===== config.mk =====
export PLATFORM = sky130hd
export DESIGN_NAME = screen_sync_message_parser
export DESIGN_NICKNAME = d
export VERILOG_FILES = /design/src/sv/sspar_pkg.sv /design/src/sv/sspar_parse_core.sv /design/src/sv/sspar_rsp_queue.sv /design/src/sv/screen_sync_message_parser.sv
export SDC_FILE = /design/constraint.sdc
export NUM_CORES = 2
export LEC_CHECK = 0
export BUFFER_PORTS_ARGS = -buffer_cell sky130_fd_sc_hd__buf_2
export CAP_MARGIN = 10
export CORE_UTILIZATION = 49
export DETAILED_ROUTE_END_ITERATION = 6
export HOLD_SLACK_MARGIN = 0.15
export PLACE_DENSITY_LB_ADDON = 0.25
export RECOVER_POWER = 25
export SLEW_MARGIN = 40
export SYNTH_ARGS = -nofsm -noshare
export SYNTH_HDL_FRONTEND = slang
export SYNTH_SLANG_ARGS = --single-unit

===== constraint.sdc =====
create_clock -name clock -period 7.1 [get_ports clock]
set_input_delay 1.065 -clock clock [delete_from_list [all_inputs] [get_ports clock]]
set_output_delay 1.065 -clock clock [all_outputs]
set_load 0.01 [all_outputs]

===== src/sv/sspar_pkg.sv =====
// Shared types and constants for the screen-sync datagram parser.
// No dependencies; used by every module of the parser.
`timescale 1ns / 1ps

package sspar_pkg;

   localparam int ID_BYTES     = 32;
   localparam int NAME_BYTES   = 64;
   localparam int MAX_DISPLAYS = 16;

   localparam int HDR_LEN       = 6;
   localparam int PROTO_VERSION = 1;
   localparam int REC_LEN       = 4 * 4 + 1;
   localparam int ID_END        = HDR_LEN + ID_BYTES;
   localparam int NAME_START    = ID_END + 1;

   localparam int POS_W  = 16;
   localparam int CALC_W = 18;

   localparam int Q_DEPTH = 4;
   localparam int Q_CNT_W = $clog2(Q_DEPTH + 1);
   localparam int Q_IDX_W = $clog2(Q_DEPTH);

   localparam int RSP_DATA_W = 216;

   localparam logic [3:0][7:0] MAGIC = {8'h53, 8'h54, 8'h4C, 8'h41};

   typedef enum logic [1:0] {
      MSG_UNKNOWN = 2'd0,
      MSG_QUERY   = 2'd1,
      MSG_REPLY   = 2'd2,
      MSG_PUSH    = 2'd3
   } msg_type_type;

   typedef enum logic [1:0] {
      KIND_ID     = 2'd0,
      KIND_NAME   = 2'd1,
      KIND_RECORD = 2'd2,
      KIND_END    = 2'd3
   } kind_type;

   typedef struct packed {
      kind_type           result_kind;
      logic [7:0]         text_byte;
      logic [7:0]         item_index;
      logic signed [31:0] rect_x;
      logic signed [31:0] rect_y;
      logic signed [31:0] rect_width;
      logic signed [31:0] rect_height;
      logic               primary_flag;
      msg_type_type       message_type;
      logic               message_ok;
      logic signed [31:0] edge_code;
      logic signed [31:0] target_screen;
   } rsp_item_type;

   typedef struct packed {
      logic [1:0]   count;
      rsp_item_type first;
      rsp_item_type second;
   } push_type;

endpackage


===== src/sv/sspar_parse_core.sv =====
// Parser state and per-byte decode: header check, id, records, zone name and words.
// Produces up to two results per byte. Depends on sspar_pkg.
`timescale 1ns / 1ps

module sspar_parse_core (
   input  logic               clock,
   input  logic               reset,
   input  logic               step,
   input  logic [7:0]         data_byte,
   input  logic               last_byte,
   output sspar_pkg::push_type push
);

   logic [sspar_pkg::POS_W-1:0] pos_ff, pos_in;
   sspar_pkg::msg_type_type     type_ff, type_in;
   logic                        err_ff, err_in;
   logic [7:0]                  rtot_ff, rtot_in;
   logic [7:0]                  rnum_ff, rnum_in;
   logic [4:0]                  rbyte_ff, rbyte_in;
   logic [31:0]                 shift_ff, shift_in;
   logic [31:0]                 hx_ff, hx_in;
   logic [31:0]                 hy_ff, hy_in;
   logic [31:0]                 hw_ff, hw_in;
   logic [7:0]                  nlen_ff, nlen_in;
   logic [31:0]                 hedge_ff, hedge_in;

   sspar_pkg::rsp_item_type     content;
   sspar_pkg::rsp_item_type     end_item;
   logic                        content_vld;

   logic [sspar_pkg::CALC_W-1:0] p;
   logic [sspar_pkg::CALC_W-1:0] tail;
   logic [sspar_pkg::CALC_W-1:0] need;
   logic [sspar_pkg::CALC_W-1:0] got;
   logic [sspar_pkg::CALC_W-1:0] idx;
   logic                         ok;

   always_comb begin
      pos_in   = pos_ff;
      type_in  = type_ff;
      err_in   = err_ff;
      rtot_in  = rtot_ff;
      rnum_in  = rnum_ff;
      rbyte_in = rbyte_ff;
      shift_in = shift_ff;
      hx_in    = hx_ff;
      hy_in    = hy_ff;
      hw_in    = hw_ff;
      nlen_in  = nlen_ff;
      hedge_in = hedge_ff;

      p    = sspar_pkg::CALC_W'(pos_ff);
      tail = sspar_pkg::CALC_W'(sspar_pkg::NAME_START) + sspar_pkg::CALC_W'(nlen_ff);
      idx  = '0;

      content_vld          = 1'b0;
      content              = '0;
      content.message_type = type_ff;

      if (!err_ff) begin
         if (p < sspar_pkg::CALC_W'(4)) begin
            if (data_byte != sspar_pkg::MAGIC[p[1:0]]) err_in = 1'b1;
         end else if (p == sspar_pkg::CALC_W'(4)) begin
            if (data_byte != 8'(sspar_pkg::PROTO_VERSION)) err_in = 1'b1;
         end else if (p == sspar_pkg::CALC_W'(5)) begin
            if (data_byte inside {[8'd1 : 8'd3]}) begin
               type_in = sspar_pkg::msg_type_type'(data_byte[1:0]);
            end else begin
               type_in = sspar_pkg::MSG_UNKNOWN;
               err_in  = 1'b1;
            end
         end else if (p < sspar_pkg::CALC_W'(sspar_pkg::ID_END)) begin
            idx                 = p - sspar_pkg::CALC_W'(sspar_pkg::HDR_LEN);
            content_vld         = 1'b1;
            content.result_kind = sspar_pkg::KIND_ID;
            content.text_byte   = (idx == sspar_pkg::CALC_W'(sspar_pkg::ID_BYTES - 1)) ?
                                  8'd0 : data_byte;
            content.item_index  = idx[7:0];
         end else if (p == sspar_pkg::CALC_W'(sspar_pkg::ID_END) &&
                      type_ff == sspar_pkg::MSG_REPLY) begin
            rtot_in = data_byte;
            if (data_byte > 8'(sspar_pkg::MAX_DISPLAYS)) err_in = 1'b1;
         end else if (p == sspar_pkg::CALC_W'(sspar_pkg::ID_END) &&
                      type_ff == sspar_pkg::MSG_PUSH) begin
            nlen_in = data_byte;
            if (9'(data_byte) > 9'(sspar_pkg::NAME_BYTES - 1)) err_in = 1'b1;
         end else if (type_ff == sspar_pkg::MSG_REPLY && rnum_ff < rtot_ff) begin
            if (rbyte_ff < 5'd16) begin
               shift_in = {shift_ff[23:0], data_byte};
               if (rbyte_ff == 5'd3) hx_in = shift_in;
               else if (rbyte_ff == 5'd7) hy_in = shift_in;
               else if (rbyte_ff == 5'd11) hw_in = shift_in;
               rbyte_in = rbyte_ff + 5'd1;
            end else begin
               content_vld          = 1'b1;
               content.result_kind  = sspar_pkg::KIND_RECORD;
               content.item_index   = rnum_ff;
               content.rect_x       = hx_ff;
               content.rect_y       = hy_ff;
               content.rect_width   = hw_ff;
               content.rect_height  = shift_ff;
               content.primary_flag = (data_byte != 8'd0);
               rnum_in              = rnum_ff + 8'd1;
               rbyte_in             = 5'd0;
            end
         end else if (type_ff == sspar_pkg::MSG_PUSH) begin
            if (p < tail) begin
               idx                 = p - sspar_pkg::CALC_W'(sspar_pkg::NAME_START);
               content_vld         = 1'b1;
               content.result_kind = sspar_pkg::KIND_NAME;
               content.text_byte   = data_byte;
               content.item_index  = idx[7:0];
            end else if (p < tail + sspar_pkg::CALC_W'(8)) begin
               shift_in = {shift_ff[23:0], data_byte};
               if (p == tail + sspar_pkg::CALC_W'(3)) hedge_in = shift_in;
            end
         end
      end

      // end-of-datagram result sees the state after this byte
      got = p + sspar_pkg::CALC_W'(1);
      case (type_in)
         sspar_pkg::MSG_QUERY: need = sspar_pkg::CALC_W'(sspar_pkg::ID_END);
         sspar_pkg::MSG_REPLY: need = sspar_pkg::CALC_W'(sspar_pkg::NAME_START) +
                                      sspar_pkg::CALC_W'(rtot_in) *
                                      sspar_pkg::CALC_W'(sspar_pkg::REC_LEN);
         sspar_pkg::MSG_PUSH:  need = sspar_pkg::CALC_W'(sspar_pkg::NAME_START) +
                                      sspar_pkg::CALC_W'(nlen_in) + sspar_pkg::CALC_W'(8);
         default:              need = '1;
      endcase
      ok = !err_in && type_in != sspar_pkg::MSG_UNKNOWN && got >= need;

      end_item              = '0;
      end_item.result_kind  = sspar_pkg::KIND_END;
      end_item.message_type = type_in;
      end_item.item_index   = (type_in == sspar_pkg::MSG_REPLY) ? rtot_in : 8'd0;
      end_item.message_ok   = ok;
      if (ok && type_in == sspar_pkg::MSG_PUSH) begin
         end_item.edge_code     = hedge_in;
         end_item.target_screen = shift_in;
      end

      if (last_byte) begin
         pos_in   = '0;
         type_in  = sspar_pkg::MSG_UNKNOWN;
         err_in   = 1'b0;
         rtot_in  = '0;
         rnum_in  = '0;
         rbyte_in = '0;
         shift_in = '0;
         hx_in    = '0;
         hy_in    = '0;
         hw_in    = '0;
         nlen_in  = '0;
         hedge_in = '0;
      end else if (pos_ff != '1) begin
         pos_in = pos_ff + sspar_pkg::POS_W'(1);
      end
   end

   always_comb begin
      push.count  = 2'(content_vld) + 2'(last_byte);
      push.first  = content_vld ? content : end_item;
      push.second = end_item;
   end

   always_ff @(posedge clock) begin
      if (reset) begin
         pos_ff   <= '0;
         type_ff  <= sspar_pkg::MSG_UNKNOWN;
         err_ff   <= 1'b0;
         rtot_ff  <= '0;
         rnum_ff  <= '0;
         rbyte_ff <= '0;
         shift_ff <= '0;
         hx_ff    <= '0;
         hy_ff    <= '0;
         hw_ff    <= '0;
         nlen_ff  <= '0;
         hedge_ff <= '0;
      end else if (step) begin
         pos_ff   <= pos_in;
         type_ff  <= type_in;
         err_ff   <= err_in;
         rtot_ff  <= rtot_in;
         rnum_ff  <= rnum_in;
         rbyte_ff <= rbyte_in;
         shift_ff <= shift_in;
         hx_ff    <= hx_in;
         hy_ff    <= hy_in;
         hw_ff    <= hw_in;
         nlen_ff  <= nlen_in;
         hedge_ff <= hedge_in;
      end
   end

endmodule


===== src/sv/sspar_rsp_queue.sv =====
// Small result queue: takes up to two results per cycle, hands out one per beat.
// Depends on sspar_pkg.
`timescale 1ns / 1ps

module sspar_rsp_queue (
   input  logic                        clock,
   input  logic                        reset,
   input  logic                        push_en,
   input  sspar_pkg::push_type         push,
   input  logic                        pop_ready,
   output logic                        head_valid,
   output sspar_pkg::rsp_item_type     head,
   output logic                        room
);

   sspar_pkg::rsp_item_type          q_ff [sspar_pkg::Q_DEPTH];
   sspar_pkg::rsp_item_type          q_in [sspar_pkg::Q_DEPTH];
   logic [sspar_pkg::Q_CNT_W-1:0]    cnt_ff, cnt_in;
   logic [sspar_pkg::Q_CNT_W-1:0]    base;
   logic [sspar_pkg::Q_CNT_W-1:0]    n_push;
   logic                             pop;

   assign head_valid = (cnt_ff != '0);
   assign head       = q_ff[0];
   assign room       = (cnt_ff <= sspar_pkg::Q_CNT_W'(sspar_pkg::Q_DEPTH - 2));
   assign pop        = head_valid && pop_ready;

   always_comb begin
      base   = cnt_ff - sspar_pkg::Q_CNT_W'(pop);
      n_push = push_en ? sspar_pkg::Q_CNT_W'(push.count) : '0;
      for (int i = 0; i < sspar_pkg::Q_DEPTH; i++) begin
         q_in[i] = q_ff[i];
      end
      if (pop) begin
         for (int i = 0; i < sspar_pkg::Q_DEPTH - 1; i++) begin
            q_in[i] = q_ff[i + 1];
         end
      end
      for (int i = 0; i < sspar_pkg::Q_DEPTH; i++) begin
         if (n_push != '0 && sspar_pkg::Q_CNT_W'(i) == base) q_in[i] = push.first;
         if (n_push == sspar_pkg::Q_CNT_W'(2) &&
             sspar_pkg::Q_CNT_W'(i) == base + sspar_pkg::Q_CNT_W'(1)) begin
            q_in[i] = push.second;
         end
      end
      cnt_in = base + n_push;
   end

   always_ff @(posedge clock) begin
      if (reset) begin
         cnt_ff <= '0;
      end else begin
         cnt_ff <= cnt_in;
      end
   end

   always_ff @(posedge clock) begin
      for (int i = 0; i < sspar_pkg::Q_DEPTH; i++) begin
         q_ff[i] <= q_in[i];
      end
   end

endmodule


===== src/sv/screen_sync_message_parser.sv =====
// Screen-sync datagram parser top level: input beat register, parse core, result queue.
// Depends on sspar_pkg, sspar_parse_core and sspar_rsp_queue.
//
// Takes one datagram byte per beat (req_tlast on the final byte) and gives id bytes,
// name bytes, finished display records and one end-of-message result per datagram,
// the end result carrying the ok flag. Throughput is one byte per cycle while the queue
// has room: each byte is decoded combinationally from the input register, and a
// four-entry result queue absorbs the second result of a final byte. A byte's results
// are registered in the result queue. req_tready drops when a byte waits in the input
// register and the queue holds three or more results, which takes a result-side stall
// or a run of final bytes that arrive faster than their two results each can drain.
`timescale 1ns / 1ps

module screen_sync_message_parser (
   input  logic                                clock,
   input  logic                                reset,
   input  logic                                req_tvalid,
   output logic                                req_tready,
   input  logic [7:0]                          req_tdata,  // data_byte
   input  logic                                req_tlast,  // last_byte
   output logic                                rsp_tvalid,
   input  logic                                rsp_tready,
   // text_byte, item_index, rect_x, rect_y, rect_width, rect_height, primary_flag,
   // message_type, message_ok, edge_code, target_screen, zero pad
   output logic [sspar_pkg::RSP_DATA_W-1:0]    rsp_tdata,
   output logic [1:0]                          rsp_tuser   // result_kind
);

   logic                    in_vld_ff, in_vld_in;
   logic [7:0]              in_byte_ff;
   logic                    in_last_ff;
   logic                    accept;
   logic                    step;
   logic                    room;
   sspar_pkg::push_type     push;
   sspar_pkg::rsp_item_type head;

   assign step       = in_vld_ff && room;
   assign req_tready = !in_vld_ff || step;
   assign accept     = req_tvalid && req_tready;

   always_comb begin
      in_vld_in = in_vld_ff;
      if (accept) in_vld_in = 1'b1;
      else if (step) in_vld_in = 1'b0;
   end

   always_ff @(posedge clock) begin
      if (reset) begin
         in_vld_ff <= 1'b0;
      end else begin
         in_vld_ff <= in_vld_in;
      end
   end

   always_ff @(posedge clock) begin
      if (accept) begin
         in_byte_ff <= req_tdata;
         in_last_ff <= req_tlast;
      end
   end

   sspar_parse_core u_core (
      .clock     (clock),
      .reset     (reset),
      .step      (step),
      .data_byte (in_byte_ff),
      .last_byte (in_last_ff),
      .push      (push)
   );

   sspar_rsp_queue u_queue (
      .clock      (clock),
      .reset      (reset),
      .push_en    (step),
      .push       (push),
      .pop_ready  (rsp_tready),
      .head_valid (rsp_tvalid),
      .head       (head),
      .room       (room)
   );

   assign rsp_tuser = head.result_kind;
   assign rsp_tdata = {4'd0,
                       head.target_screen,
                       head.edge_code,
                       head.message_ok,
                       head.message_type,
                       head.primary_flag,
                       head.rect_height,
                       head.rect_width,
                       head.rect_y,
                       head.rect_x,
                       head.item_index,
                       head.text_byte};

endmodule


==> summary.md <==
| Metric | Value |
|---|---|
| Status | complete, but fails checks |
| Failing checks | design-rule violations, max-capacitance violations, max-slew violations |
| IO Port Bufs | 228 |
| Largest net degree at the start of global routing | 194 |
| Total negative slack | 0 ps |
| GPL Wtd Cong | 0.962 |
| TritonCTS Sinks | 1077 |
| Detail Placement HPWL | 91000 um |
| Min-delay src | u_queue.q_ff[3][205]$_SDFFE_PP0P_ |
| Hold WC Path Type | flop to flop |
| Unrepaired setup endpoints after global routing | false |
| Critical path class | flop to flop |
| Setup-failing EPs final | 0 |
| Area after DPL | 50600 um2 |
| Slew of the pin with the lowest slew margin | 3300 ps |
| Hold Path End | u_queue.q_ff[3][205]$_SDFFE_PP0P_ |
| CTS tree | done |
| Slowest CP cell | or4_1 |
| Worst Setup Start Kind | flop |
| Gr usage total | 0.299 |
| Clock transition at the registers of the reported paths | 70 ps |
| Pre-Repair DR Iteration Count | 7 |
| Initial core utilization | 0.494 |
| Most frequent cell after synthesis | nand2_1 |
| Nature of the critical path endpoint | flop |
| Max incr delay on CP | 690 ps |
| Worst R2R Setup Slack | 360 ps |
| Synth Register Bits | 1077 |
| Endpoints failing hold | 0 |
| Leading area contributor after synthesis | dfxtp_1 |
| Path depth of the worst reg2reg path | 26 |
| CTS Buf Count | 111 |
| Via density | 5.92 |
| Synth top area share | 0.317 |
| Peak Freq | 148 MHz |
| Reg-to-reg endpoint | u_queue.q_ff[0][11]$_DFFE_PP_ |
| Synth top area cells | dfxtp_1, edfxtp_1, nand2_1 |
| WHS | 454 ps |
| First DRT Iteration DRCs | 5026 |
| Async set or reset register ratio after synthesis | 0 |
| Area grow syn2layout | 11.6% |
| Vias in the first global route | 38500 |
| Routed len/inst | 21.3 um |
| Ant. Diodes | 0 |
| Total gr overflow | 0 |
| Hold Path Depth | 2 |
| Peak VDD IR | 210 uV |
| Die Span X | 317 um |
| Power density cells | 282 nW/um2 |
| Clk root buf | clkbuf_16 |
| Core area | 98300 um2 |
| R2r startpoint | u_core.pos_ff[10]$_SDFFE_PP0P_ |
| Fin crit share | 0.949 |
| Post-CTS Setup Repair Bufs | 0 |
| Static Leak | 19.6 nW |
| Synth Instances | 5909 |
| FP Rows | 115 |
| Crit path max fanout | 15 |
| M1 wire length | 67100 um |
| Crit path top cell by count | ha_1 |
| Syn. warnings | 0 |
| WL met2 | 70300 um |
| Slew Viols, Final | 178 |
| Number of H-tree levels | 3 |
| Synthesized area per cell | 8.22 um2 |
| Mapped cell area | 48600 um2 |
| Most frequent cells after synthesis | nand2_1, dfxtp_1, a21oi_1 |
| Top Metal Used | met5 |
| Layout net count | 5919 |
| Hold_buf cts | 0 |
| Final ANT Viol Nets | 0 |
| Most used flip-flop cell after synthesis | dfxtp_1 |
| Netlist cell types | 80 |
| Die area | 100000 um2 |
| Tmin final | 6740 ps |
| Final Instance Area | 54200 um2 |
| Initial antenna violation count | 3 |
| Post-CTS sizing | 0 |
| Post-synth EDFFs | 309 |
| Rel. slew slack | -1.20 |
| Met3 WL | 11600 um |
| Drt total wl | 154000 um |
| Die Span Y | 317 um |
| CP arrival | 7200 ps |
| DR DRC count | 2 |
| First-pass GRT wire length | 235000 um |
| Max-Cap Viols | 3 |
| Post-synthesis sequential area ratio | 0.508 |
| Vias after detailed routing | 42700 |
| Final-layout fill cell count | 9185 |
| Post-Route Skew | 42.3 ps |
| Req. time, crit path | 7560 ps |
| Worst skew pair latency | 740 ps |
| Number of buffers on the longest clock path | 3 |
| Layout cell share with drive strength beyond 1 | 0.0626 |
| IO Count | 233 |
metal layers:
layer	track usage	up-vias
met5	0	-
met4	0.106	4
met3	0.0436	224
met2	0.467	1613
met1	0.421	20600
li1	-	20300
cell families (layout without fill, tap and decap cells):
logic type                 after synthesis  count (layout)  share of synthesized area
DFF                                   1077            1077                      0.508
muxes                                   89              89                     0.0189
xor gates and xnor gates                73              73                     0.0144
adders and majority gates               76              76                     0.0200
AOI/OAI and AO/OA                     1595            1595                      0.187
buffers and inverters                  583             596                     0.0488
and+or+nand+nor                       2414            2414                      0.203
other                                    2               5                   0.000155
state kept, by name (all words and copies together), names as in the netlist, 2 cells and up:
signal	cells
u_queue.q_ff	856
u_core.type_ff	2
u_core.rnum_ff	8
u_core.pos_ff	16
u_core.rtot_ff	8
u_queue.cnt_ff	3
u_core.hy_ff	32
u_core.hx_ff	32
u_core.hedge_ff	32
in_byte_ff	8
u_core.nlen_ff	8
u_core.hw_ff	32
u_core.rbyte_ff	5
u_core.shift_ff	32
placed cells by master, fill, tap and decap left out, drive strengths merged, types with 15 or more instances in the layout:
cell    Yosys  final
edfxtp    309    309
xnor2      40     40
nand2    1441   1441
clkinv      0     35
o21ai     279    279
nor3       61     61
dfxtp     768    768
xor2       29     29
buf        69    122
or3        15     15
nand3     169    169
clkbuf    472    386
nor2      587    587
ha         73     73
o22ai      25     25
a22oi      20     20
mux2i      80     80
a31oi     414    414
nor2b      38     38
a22o       65     65
a21oi     713    713
nand2b     19     19
inv        42     43
per-stage QoR:
stage	std cells	setup WS, ps	power (W)	util
CTS	7208	399	0.0154	0.553
finish	7212	362	0.0153	0.551
floorplan	5912	400	0.00855	-
global route	7212	24.6	0.0158	0.551
global placement	6994	366	0.00934	0.513
detailed placement	7000	432	0.00941	0.515
area by class of cell:
cell class	instances	area, um2	area share
clock buffers	162	3230	0.0597
clock inverters	46	553	0.0102
inverters	42	165	0.00305
well taps	1287	1610	0.0297
repair buffers	346	2230	0.0411
multi-input cells	4252	21800	0.401
flip-flops and latches	1077	24700	0.455
worst max-delay path: cells and delay by family, from the launching register on:
kind | cells | cell delay (ps)
DFF | 1 | 370
buffers and inverters | 4 | 600
adders and majority gates | 4 | 1290
muxes | 1 | 350
AOI/OAI and AO/OA | 9 | 1570
and+or+nand+nor | 7 | 2130
xor gates and xnor gates | 1 | 170
how the worst max path moves through the flow:
stage	from	endpoint	slack, ps	cells after the start
finish	u_core.pos_ff[10]$_SDFFE_PP0P_	u_queue.q_ff[0][11]$_DFFE_PP_	360	26
global route	u_core.pos_ff[10]$_SDFFE_PP0P_	u_queue.q_ff[0][57]$_DFFE_PP_	20	26
CTS	u_core.pos_ff[10]$_SDFFE_PP0P_	u_queue.q_ff[0][13]$_DFFE_PP_	400	26
detailed placement	u_core.pos_ff[10]$_SDFFE_PP0P_	u_queue.q_ff[0][57]$_DFFE_PP_	430	26
global placement	u_core.pos_ff[10]$_SDFFE_PP0P_	u_queue.q_ff[0][32]$_DFFE_PP_	370	26
floorplan	u_core.nlen_ff[0]$_SDFFE_PP0P_	u_queue.q_ff[0][0]$_DFFE_PP_	400	25
power breakdown:
part / internal (W) / total (W) / leakage [nW] / switching, W
Combinational: 0.000439 / 0.00216 / 8.57 / 0.00172
Clock: 0.00346 / 0.00601 / 1.86 / 0.00255
Sequential: 0.00693 / 0.00711 / 9.20 / 0.000180
Note: power is estimated with default switching activity, not from simulation.
